--- config.mk ---
export PLATFORM = sky130hd
export DESIGN_NAME = partition_allocator_first_next_fit_core
export DESIGN_NICKNAME = d
export VERILOG_FILES = /design/src/rtl/pafnf_pkg.sv /design/src/rtl/pafnf_table.sv /design/src/rtl/partition_allocator_first_next_fit_core.sv
export SDC_FILE = /design/constraint.sdc
export NUM_CORES = 2
export LEC_CHECK = 0
export BUFFER_PORTS_ARGS = -buffer_cell sky130_fd_sc_hd__buf_2
export CAP_MARGIN = 20
export CORE_UTILIZATION = 45
export CTS_BUF_LIST = sky130_fd_sc_hd__clkbuf_4
export DETAILED_ROUTE_END_ITERATION = 10
export SLEW_MARGIN = 20
export SYNTH_ARGS = -nofsm -noshare
export SYNTH_HDL_FRONTEND = slang
export SYNTH_SLANG_ARGS = --single-unit
--- constraint.sdc ---
create_clock -name clk -period 15.85 [get_ports clk]
set_input_delay 3.17 -clock clk [delete_from_list [all_inputs] [get_ports clk]]
set_output_delay 3.17 -clock clk [all_outputs]
set_load 0.01 [all_outputs]
--- src/rtl/pafnf_pkg.sv ---
package pafnf_pkg;

  localparam int MaxParts = 32;
  localparam int IdxBits = $clog2(MaxParts);
  localparam int CntBits = $clog2(MaxParts + 1);
  localparam int AddrBits = 16;
  localparam logic [AddrBits-1:0] MemReset = AddrBits'(512);

  typedef enum logic [2:0] {
    ST_OK       = 3'd0,
    ST_NOSPACE  = 3'd1,
    ST_EXISTS   = 3'd2,
    ST_NOTFOUND = 3'd3,
    ST_FULL     = 3'd4,
    ST_BAD      = 3'd5
  } status_t;

  typedef enum logic {
    FUNC_ALLOC = 1'b0,
    FUNC_FREE  = 1'b1
  } func_t;

  typedef enum logic {
    REG_FIT_POLICY = 1'b0,
    REG_MEM_UNITS  = 1'b1
  } reg_idx_t;

  typedef struct packed {
    logic [AddrBits-1:0] start;
    logic [AddrBits-1:0] size;
    logic [15:0]         owner;
    logic                used;
  } entry_t;

  typedef struct packed {
    logic               we;
    logic [IdxBits-1:0] waddr;
    entry_t             wdata;
    logic [IdxBits-1:0] raddr;
  } mem_req_t;

endpackage

--- src/rtl/pafnf_table.sv ---
module pafnf_table (
  input  logic              clk,
  input  pafnf_pkg::mem_req_t req,
  output pafnf_pkg::entry_t rdata
);
  import pafnf_pkg::*;

  entry_t mem [MaxParts];

  always_ff @(posedge clk) begin
    if (req.we) begin
      mem[req.waddr] <= req.wdata;
    end
    rdata <= mem[req.raddr];
  end

endmodule

--- src/rtl/partition_allocator_first_next_fit_core.sv ---
// channel  | signals                           | handshake
// ---------+-----------------------------------+------------------------------
// request  | func, job_id, request_size        | start && !busy
// result   | status, start_address             | done, one cycle, no stall
// config   | cfg_we, cfg_index, cfg_data       | cfg_we, written at once
// a request runs a duplicate/owner scan over the table; an alloc then runs a
// fit scan and an entry shift of up to MaxParts entries, a free a merge with
// its neighbours and a shift down. each scan or shift step is one read of the
// table memory (the address register, then its registered read). rst and a
// mem_units write start a clear of all MaxParts entries during which busy is
// high. results cannot stall.
module partition_allocator_first_next_fit_core (
  input  logic                           clk,
  input  logic                           rst,
  input  logic                           start,
  output logic                           busy,
  input  logic                           func,
  input  logic [15:0]                    job_id,
  input  logic [15:0]                    request_size,
  output logic                           done,
  output logic [2:0]                     status,
  output logic [15:0]                    start_address,
  input  logic                           cfg_we,
  input  logic                           cfg_index,
  input  logic [15:0]                    cfg_data
);
  import pafnf_pkg::*;

  typedef enum logic [9:0] {
    S_CLEAR = 10'b0000000001,
    S_IDLE  = 10'b0000000010,
    S_DUP   = 10'b0000000100,
    S_FIT   = 10'b0000001000,
    S_DECIDE= 10'b0000010000,
    S_SHUP  = 10'b0000100000,
    S_SHDN  = 10'b0001000000,
    S_FREE  = 10'b0010000000,
    S_FIX   = 10'b0100000000,
    S_DONE  = 10'b1000000000
  } state_t;

  state_t state;
  logic fit_policy;
  logic [AddrBits-1:0] mem_units;
  logic [CntBits-1:0] part_count;
  logic [IdxBits-1:0] rover;

  logic func_q;
  logic [15:0] id_q, size_q;
  logic [CntBits-1:0] k;
  logic [1:0] rd_pend;
  logic [IdxBits-1:0] rd_idx;
  logic [IdxBits-1:0] found;
  entry_t fe;
  logic [2:0] st_q;
  logic [15:0] addr_q;
  logic [2:0] fix_step;
  logic [CntBits-1:0] sh_i;
  entry_t prev_e, cur_e, next_e;
  logic have_prev, have_next;
  logic [1:0] merges;

  mem_req_t req;
  entry_t rdata;

  pafnf_table u_table (
    .clk(clk),
    .req(req),
    .rdata(rdata)
  );

  logic [CntBits:0] scan_sum;
  logic [IdxBits-1:0] scan_idx;
  always_comb begin
    scan_sum = (fit_policy ? {1'b0, CntBits'(rover)} : '0) + {1'b0, k};
    if (scan_sum >= {1'b0, part_count}) begin
      scan_sum = scan_sum - {1'b0, part_count};
    end
    scan_idx = scan_sum[IdxBits-1:0];
  end

  always_ff @(posedge clk) begin
    req.we <= 1'b0;
    done <= 1'b0;
    if (rst) begin
      state <= S_CLEAR;
      fit_policy <= 1'b0;
      mem_units <= MemReset;
      k <= '0;
      rd_pend <= '0;
      part_count <= CntBits'(1);
      rover <= '0;
    end else begin
      if (cfg_we) begin
        if (cfg_index == REG_FIT_POLICY) begin
          fit_policy <= cfg_data[0];
        end else begin
          mem_units <= cfg_data;
          state <= S_CLEAR;
          k <= '0;
          part_count <= CntBits'(1);
          rover <= '0;
        end
      end
      unique case (state)
        S_CLEAR: begin
          if (!(cfg_we && cfg_index == REG_MEM_UNITS)) begin
            req.we <= 1'b1;
            req.waddr <= k[IdxBits-1:0];
            req.wdata <= '{start: '0, size: (k == '0) ? mem_units : '0,
                           owner: '0, used: 1'b0};
            if (k == CntBits'(MaxParts - 1)) begin
              state <= S_IDLE;
            end else begin
              k <= k + 1'b1;
            end
          end
        end
        S_IDLE: begin
          if (start) begin
            func_q <= func;
            id_q <= job_id;
            size_q <= request_size;
            k <= '0;
            rd_pend <= '0;
            if (job_id == '0 || (func == FUNC_ALLOC && request_size == '0)) begin
              st_q <= ST_BAD;
              state <= S_DONE;
            end else begin
              state <= S_DUP;
            end
            if (rover >= part_count[IdxBits-1:0] && CntBits'(rover) >= part_count) begin
              rover <= '0;
            end
          end
        end
        S_DUP: begin
          if (rd_pend == 2'd0) begin
            if (k == part_count) begin
              if (func_q == FUNC_FREE) begin
                st_q <= ST_NOTFOUND;
                state <= S_DONE;
              end else begin
                k <= '0;
                state <= S_FIT;
              end
            end else begin
              req.raddr <= k[IdxBits-1:0];
              rd_idx <= k[IdxBits-1:0];
              rd_pend <= 2'd2;
            end
          end else if (rd_pend == 2'd2) begin
            rd_pend <= 2'd1;
          end else begin
            rd_pend <= 2'd0;
            if (rdata.used && rdata.owner == id_q) begin
              if (func_q == FUNC_FREE) begin
                found <= rd_idx;
                cur_e <= rdata;
                addr_q <= rdata.start;
                fix_step <= '0;
                state <= S_FREE;
              end else begin
                st_q <= ST_EXISTS;
                state <= S_DONE;
              end
            end else begin
              k <= k + 1'b1;
            end
          end
        end
        S_FIT: begin
          if (rd_pend == 2'd0) begin
            if (k == part_count) begin
              st_q <= ST_NOSPACE;
              state <= S_DONE;
            end else begin
              req.raddr <= scan_idx;
              rd_idx <= scan_idx;
              rd_pend <= 2'd2;
            end
          end else if (rd_pend == 2'd2) begin
            rd_pend <= 2'd1;
          end else begin
            rd_pend <= 2'd0;
            if (!rdata.used && rdata.size >= size_q) begin
              found <= rd_idx;
              fe <= rdata;
              state <= S_DECIDE;
            end else begin
              k <= k + 1'b1;
            end
          end
        end
        S_DECIDE: begin
          addr_q <= fe.start;
          if (fe.size == size_q) begin
            req.we <= 1'b1;
            req.waddr <= found;
            req.wdata <= '{start: fe.start, size: fe.size, owner: id_q, used: 1'b1};
            if (fit_policy) begin
              rover <= found;
            end
            st_q <= ST_OK;
            state <= S_DONE;
          end else if (part_count >= CntBits'(MaxParts)) begin
            st_q <= ST_FULL;
            state <= S_DONE;
          end else begin
            sh_i <= part_count;
            rd_pend <= '0;
            state <= S_SHUP;
          end
        end
        S_SHUP: begin
          // move entries found+1..count-1 up by one, top first
          if (rd_pend == 2'd0) begin
            if (sh_i == CntBits'(found) + 1'b1) begin
              req.we <= 1'b1;
              req.waddr <= found + 1'b1;
              req.wdata <= '{start: fe.start + size_q, size: fe.size - size_q,
                             owner: '0, used: 1'b0};
              state <= S_FIX;
              fix_step <= '0;
            end else begin
              req.raddr <= sh_i[IdxBits-1:0] - 1'b1;
              rd_pend <= 2'd2;
            end
          end else if (rd_pend == 2'd2) begin
            rd_pend <= 2'd1;
          end else begin
            rd_pend <= 2'd0;
            req.we <= 1'b1;
            req.waddr <= sh_i[IdxBits-1:0];
            req.wdata <= rdata;
            sh_i <= sh_i - 1'b1;
          end
        end
        S_FIX: begin
          req.we <= 1'b1;
          req.waddr <= found;
          req.wdata <= '{start: fe.start, size: size_q, owner: id_q, used: 1'b1};
          part_count <= part_count + 1'b1;
          if (fit_policy) begin
            rover <= found + 1'b1;
          end else if (rover >= found) begin
            rover <= rover + 1'b1;
          end
          st_q <= ST_OK;
          state <= S_DONE;
        end
        S_FREE: begin
          // read neighbours, then write merged entry and, if any merged, start closing
          unique case (fix_step)
            3'd0: begin
              have_next <= (CntBits'(found) + 1'b1) < part_count;
              have_prev <= found != '0;
              req.raddr <= found + 1'b1;
              fix_step <= 3'd1;
            end
            3'd1: begin
              req.raddr <= found - 1'b1;
              fix_step <= 3'd2;
            end
            3'd2: begin
              next_e <= rdata;
              fix_step <= 3'd3;
            end
            3'd3: begin
              prev_e <= rdata;
              fix_step <= 3'd4;
            end
            default: begin
              logic mn, mp;
              logic [AddrBits-1:0] sz;
              logic [IdxBits-1:0] tgt;
              mn = have_next && !next_e.used;
              mp = have_prev && !prev_e.used;
              sz = cur_e.size + (mn ? next_e.size : '0) + (mp ? prev_e.size : '0);
              tgt = mp ? found - 1'b1 : found;
              req.we <= 1'b1;
              req.waddr <= tgt;
              req.wdata <= '{start: mp ? prev_e.start : cur_e.start, size: sz,
                             owner: '0, used: 1'b0};
              merges <= 2'(mn) + 2'(mp);
              sh_i <= CntBits'(tgt) + 1'b1;
              if (mp && CntBits'(rover) >= CntBits'(found)) begin
                rover <= (mn && CntBits'(rover) > CntBits'(found)) ?
                         ((rover == found + 1'b1) ? found - 1'b1 : rover - 2'd2) :
                         rover - 1'b1;
              end else if (mn && CntBits'(rover) > CntBits'(found)) begin
                rover <= rover - 1'b1;
              end
              rd_pend <= '0;
              if (!mn && !mp) begin
                st_q <= ST_OK;
                state <= S_DONE;
              end else begin
                state <= S_SHDN;
              end
            end
          endcase
        end
        S_SHDN: begin
          // pull entries down by merges, then zero the vacated tail
          if (rd_pend == 2'd0) begin
            if (sh_i + CntBits'(merges) >= part_count) begin
              if (sh_i >= part_count) begin
                part_count <= part_count - CntBits'(merges);
                st_q <= ST_OK;
                state <= S_DONE;
              end else begin
                req.we <= 1'b1;
                req.waddr <= sh_i[IdxBits-1:0];
                req.wdata <= '0;
                sh_i <= sh_i + 1'b1;
              end
            end else begin
              req.raddr <= sh_i[IdxBits-1:0] + IdxBits'(merges);
              rd_pend <= 2'd2;
            end
          end else if (rd_pend == 2'd2) begin
            rd_pend <= 2'd1;
          end else begin
            rd_pend <= 2'd0;
            req.we <= 1'b1;
            req.waddr <= sh_i[IdxBits-1:0];
            req.wdata <= rdata;
            sh_i <= sh_i + 1'b1;
          end
        end
        S_DONE: begin
          done <= 1'b1;
          status <= st_q;
          start_address <= (st_q == ST_OK) ? addr_q : '0;
          state <= S_IDLE;
        end
        default: state <= S_IDLE;
      endcase
    end
  end

  assign busy = (state != S_IDLE);

endmodule
After elaboration in Yosys (flattened, before gate mapping) --
Memory sizes are Yosys's and may differ from the RTL's. A register that Yosys moved wholly into a read port is not among the register bits. Index checks and enable logic that the tools add are counted.
Operators by class: multiplexer cells 152, $add $sub $neg 22, magnitude comparators 11, reductions and logical operators 52, equal/unequal tests 65, bitwise logic cells 6
Operator list (count):
- 2-to-1 mux 55 bit | 9
- one-hot mux 55 bit (6 select lines) | 1
- 2-to-1 mux 10 bit | 25
- 2-to-1 mux 6 bit | 27
- 2-to-1 mux 5 bit | 31
- 2-to-1 mux 16 bit | 8
- one-hot mux 10 bit (9 select lines) | 1
- 2-to-1 mux 3 bit | 23
- != test 2 bit, second input constant | 29
- adder 16 bit | 3
- one-hot mux 6 bit (4 select lines) | 2
- != test 3 bit, second input constant | 13
- equality test 16 bit | 2
- zero test 16 bit | 2
- one-hot mux 16 bit (2 select lines) | 1
- one-hot mux 5 bit (2 select lines) | 3
- one-hot mux 5 bit (5 select lines) | 1
- one-hot mux 3 bit (7 select lines) | 1
- 2-to-1 mux 2 bit | 10
- one-hot mux 5 bit (4 select lines) | 1
- adder 6 x 1 -> 6 bit, second input constant | 3
- AND reduction 6 bit | 3
- AND reduction 9 bit | 2
- AND reduction 17 bit | 1
- other kinds (65) | 106
Storage, ports and cells: logic and storage cells 347, output and inout port bits 21, memories kept 1, bits in registers 315, input port bits 54, RAM bits 1568
Memories:
- u_table.mem | depth 32, bits a word 49, rd ports 1, clocked after memory_dff 1, write ports 1, RTL line pafnf_table.sv:8 | entry_t mem [MaxParts];

Longest topological paths before layout --
depth in word-level cells 7, depth in mapped cells 19, mapped depth without buffers 15

Cells and area by module --
A second synthesis with hierarchy kept.
Second synthesis, totals: cells, all modules 5310, area, all modules 81122.8 µm²
By module, submodules not included:
- pafnf_table | area each 61854.3 µm², instances 1, sequential area each 48066.1 µm², cells an instance 3434
- partition_allocator_first_next_fit_core | area each 19268.5 µm², instances 1, sequential area each 8978.6 µm², cells an instance 1876

Least setup slack after synthesis --
Ideal clock, no wire load.
path type input port to flip-flop, start point input cfg_we, end point register req[10] (netlist name), buffers on the path 2, arrival time 12.467 ns, path slack 2.629 ns, required time 15.096 ns, setup time 0.754 ns, stages on the path 5, path through nand2_1 -> clkbuf_1 -> buf_1 -> o21ai_0 -> a2111oi_0
On the way: cells in the longest elaborated chain, start to end 3
Ends and longest elaborated chain:
- from (decl) | RTL line partition_allocator_first_next_fit_core.sv:23 | input logic cfg_we,
- logical AND 1 bit | RTL line partition_allocator_first_next_fit_core.sv:107 | if (!(cfg_we && cfg_index == REG_MEM_UNITS)) begin
- != test 2 bit (no line)
- AND reduction 8 bit (no line)
Every way passes these cells. A chain may end at the register's enable or synchronous reset.

Final worst setup path --
start point register state[9], end point output busy
On the way: cells in the longest elaborated chain, start to end 1
Ends and longest elaborated chain:
- from (decl) | RTL line partition_allocator_first_next_fit_core.sv:42 | state_t state;
- from (signal assigned) | RTL line partition_allocator_first_next_fit_core.sv:86 | state <= S_CLEAR;
- from (signal assigned) | RTL line partition_allocator_first_next_fit_core.sv:99 | state <= S_CLEAR;
- from (signal assigned) | RTL line partition_allocator_first_next_fit_core.sv:113 | state <= S_IDLE;
- != test 10 x 2 -> 1 bit | RTL line partition_allocator_first_next_fit_core.sv:343 | assign busy = (state != S_IDLE);
- to (decl) | RTL line partition_allocator_first_next_fit_core.sv:16 | output logic busy,
Every way passes these cells.

==> impl_metrics.json <==
{
  "synth-seq-area-share_pct": 71.58,
  "p_leak_nw": 29.88,
  "die_y_um": 422.8,
  "top_level_ports": 75,
  "grt_pass1_wl_um": 308100,
  "ir_drop_uv": 65.92,
  "switching_share_pct": 21.82,
  "cp.arrival_ps": 3170,
  "crit_path_end_kind": "output port",
  "slew_headroom_pct": 23.99,
  "tightest_slew_ps": 1134,
  "cp-start-kind": "register",
  "comb_power_share_pct": 2.4,
  "antenna_found_initial": 6,
  "cap_viol_max_count": 0,
  "finalInstanceArea_sq_mm": 0.08992,
  "p_per_area_mw_per_mm2": 113.8,
  "drt_first_pass_iters": 10,
  "synthTopCellsByArea": "edfxtp_1 69%, mux4_2 14%, dfxtp_1 2.4%",
  "postCtsSetupBuffers": 0,
  "netlist_instances": 4216,
  "grt_usage_pct": 24.09,
  "final_cell_mix": "1835 x edfxtp_1, 768 x clkbuf_4, 490 x mux4_2",
  "ys.flop_type": "edfxtp_1",
  "syn_area_per_cell_sq_um": 18.90,
  "synth_edf_count": 1835,
  "finalCritPeriodShare_pct": 40.03,
  "final-setup-viol-count": 0,
  "tns_ps": 0,
  "dp_slack_ps": 9591,
  "vias": 43751,
  "syn_to_final_growth_pct": 12.83,
  "fp.coreArea_sq_mm": 0.1761,
  "required_ps": 12680,
  "ctsResizeCount": 0,
  "p_clk_share_pct": 40.9,
  "yosysWarningCount": 0,
  "io_buffers": 74,
  "slew_viol_final": 0,
  "synth_area_leader_cell": "edfxtp_1",
  "synth_cell_types": 90,
  "skew_ps": 159.3,
  "fmax_ghz": 0.1576,
  "switchingPower_mw": 2.233,
  "nets": 4878,
  "setup_slack_ps": 9505,
  "antenna_left": 0,
  "clkSlewWorstSetupHoldPaths_ps": 70,
  "clockRootBuffer": "clkbuf_4",
  "p_int_mw": 8.000,
  "grt_max_degree": 133,
  "drcViolationCount": 0,
  "layoutNonFillerInstCount": 7415,
  "cts.path.max_buffers": 4,
  "p_seq_share_pct": 56.6,
  "drive_gt1_share_pct": 31.73,
  "gp_congestion": 0.9150,
  "placed_area_sq_mm": 0.08327,
  "cts.sinks": 1932,
  "viasPerCell": 5.900,
  "die-area_sq_mm": 0.1788,
  "post-dp-hpwl_um": 118600,
  "syn_nets": 4416,
  "totalWireLength_um": 215500,
  "dp.cells": 6507,
  "fin_crit_ps": 6345,
  "drtIter0Drc": 4287,
  "hold_violations": 0,
  "start_util_pct": 45.25,
  "wl_per_cell_um": 29.06,
  "grt-ovfl-total": 0,
  "async_reset_ff_share_pct": 0,
  "clock_latency_ps": 1400,
  "layout_commonest_cell": "edfxtp_1",
  "rsz0062_at_grt": "no",
  "cts_tree": "built",
  "path_max_fanout": 6,
  "synth_top_cell_area_share_pct": 69.14,
  "cts_hold_repair.buffers": 0,
  "min_path_type": "reg2reg",
  "numCtsBuffers": 487,
  "syn-cell-area_sq_mm": 0.07969,
  "die_width_um": 422.8,
  "core.rowCount": 154,
  "worst-setup-path-type": "reg2out",
  "ys_seq_elements": 1932,
  "grt_pass1_vias": 44091,
  "outcome": "complete, no violations",
  "htreeDepth": 5
}
[path summary, 6_finish.rpt]
path | cells after the start | start | to | slack, ps
setup / recovery | 5 | state[9] | busy | 9510
setup reg to reg | 10 | part_count[1] | req[20] | 11050
hold / removal | 0 | rd_idx[2] | found[2] | 430
hold reg to reg | 0 | rd_idx[2] | found[2] | 430
[Yosys cell counts (20+ instances only)]
cell type	instances
a21o_1	37
a21oi_1	125
a221oi_1	20
a22oi_1	29
a31oi_1	21
and2_1	50
buf_1	41
buf_2	23
clkbuf_1	156
dfxtp_1	97
edfxtp_1	1835
fa_1	23
ha_1	123
inv_1	90
mux2_2	52
mux4_2	490
nand2_1	213
nand2b_1	22
nand3_1	54
nor2_1	138
nor3_1	37
nor4_1	20
o21ai_0	93
xnor2_1	61
xor2_1	57
[power by group through the flow]
stage | registers, mW | logic (mW) | clock network, mW
2_1_floorplan | 5.88 | 0.115 | 0
3_3_place_gp | 5.94 | 0.188 | 0
3_5_place_dp | 5.94 | 0.189 | 0
4_1_cts | 5.83 | 0.191 | 4.30
5_1_grt | 5.80 | 0.263 | 4.56
6_report | 5.80 | 0.246 | 4.19
[area by class of cell]
type	count	area (sq um)
fillers	14523	86200
flip-flops and latches	1932	57040
multi-input cells	1968	21770
clock buffers	768	5766
well taps	2340	2928
repair buffers	197	1535
clock inverters	110	511.7
inverters	92	345.3
diodes	8	20.02
[routing by layer]
layer  GRT usage [%]  routed length (um)
met5               0                  13
met4           8.581                6357
met3           4.792               17020
met2           39.51              106200
met1           32.06               85880
[stage by stage]
step           util [%]  power [mW]  hold WS [ps]
6_report          51.06       10.23         426.3
4_1_cts           50.85       10.33         429.0
3_5_place_dp      47.28       6.134         415.5
5_1_grt           51.05       10.62         437.6
3_3_place_gp      47.28       6.124         401.2
2_1_floorplan         -       5.995         400.3
[critical path: stages (launching register included)]
cell and delay (ps):
dfxtp_1 370, or4_4 610, nor3_1 160, and4_1 300, inv_1 140, buf_2 190
[kinds of logic (layout without fill, tap and decap cells)]
family / Yosys count / count (layout) / synth area share (%)
DFF: 1932 / 1932 / 71.58
and+or+nand+nor: 637 / 637 / 3.920
other: 0 / 8 / 0
AOI/OAI and AO/OA: 506 / 506 / 4.324
xor gates and xnor gates: 118 / 118 / 1.297
muxes: 561 / 561 / 14.82
adders and majority gates: 146 / 146 / 2.509
buffers and inverters: 316 / 1167 / 1.548
[state kept, by name, summed over array words and instances (netlist names), 6 cells and up]
name,count
addr_q,16
cur_e,32
fe,32
id_q,16
k,6
mem_units,16
next_e,17
part_count,6
prev_e,33
req,60
sh_i,6
size_q,16
start_address,16
state,10
u_table.mem,1568
u_table.rdata,49
(Power assumes the default switching activity.)
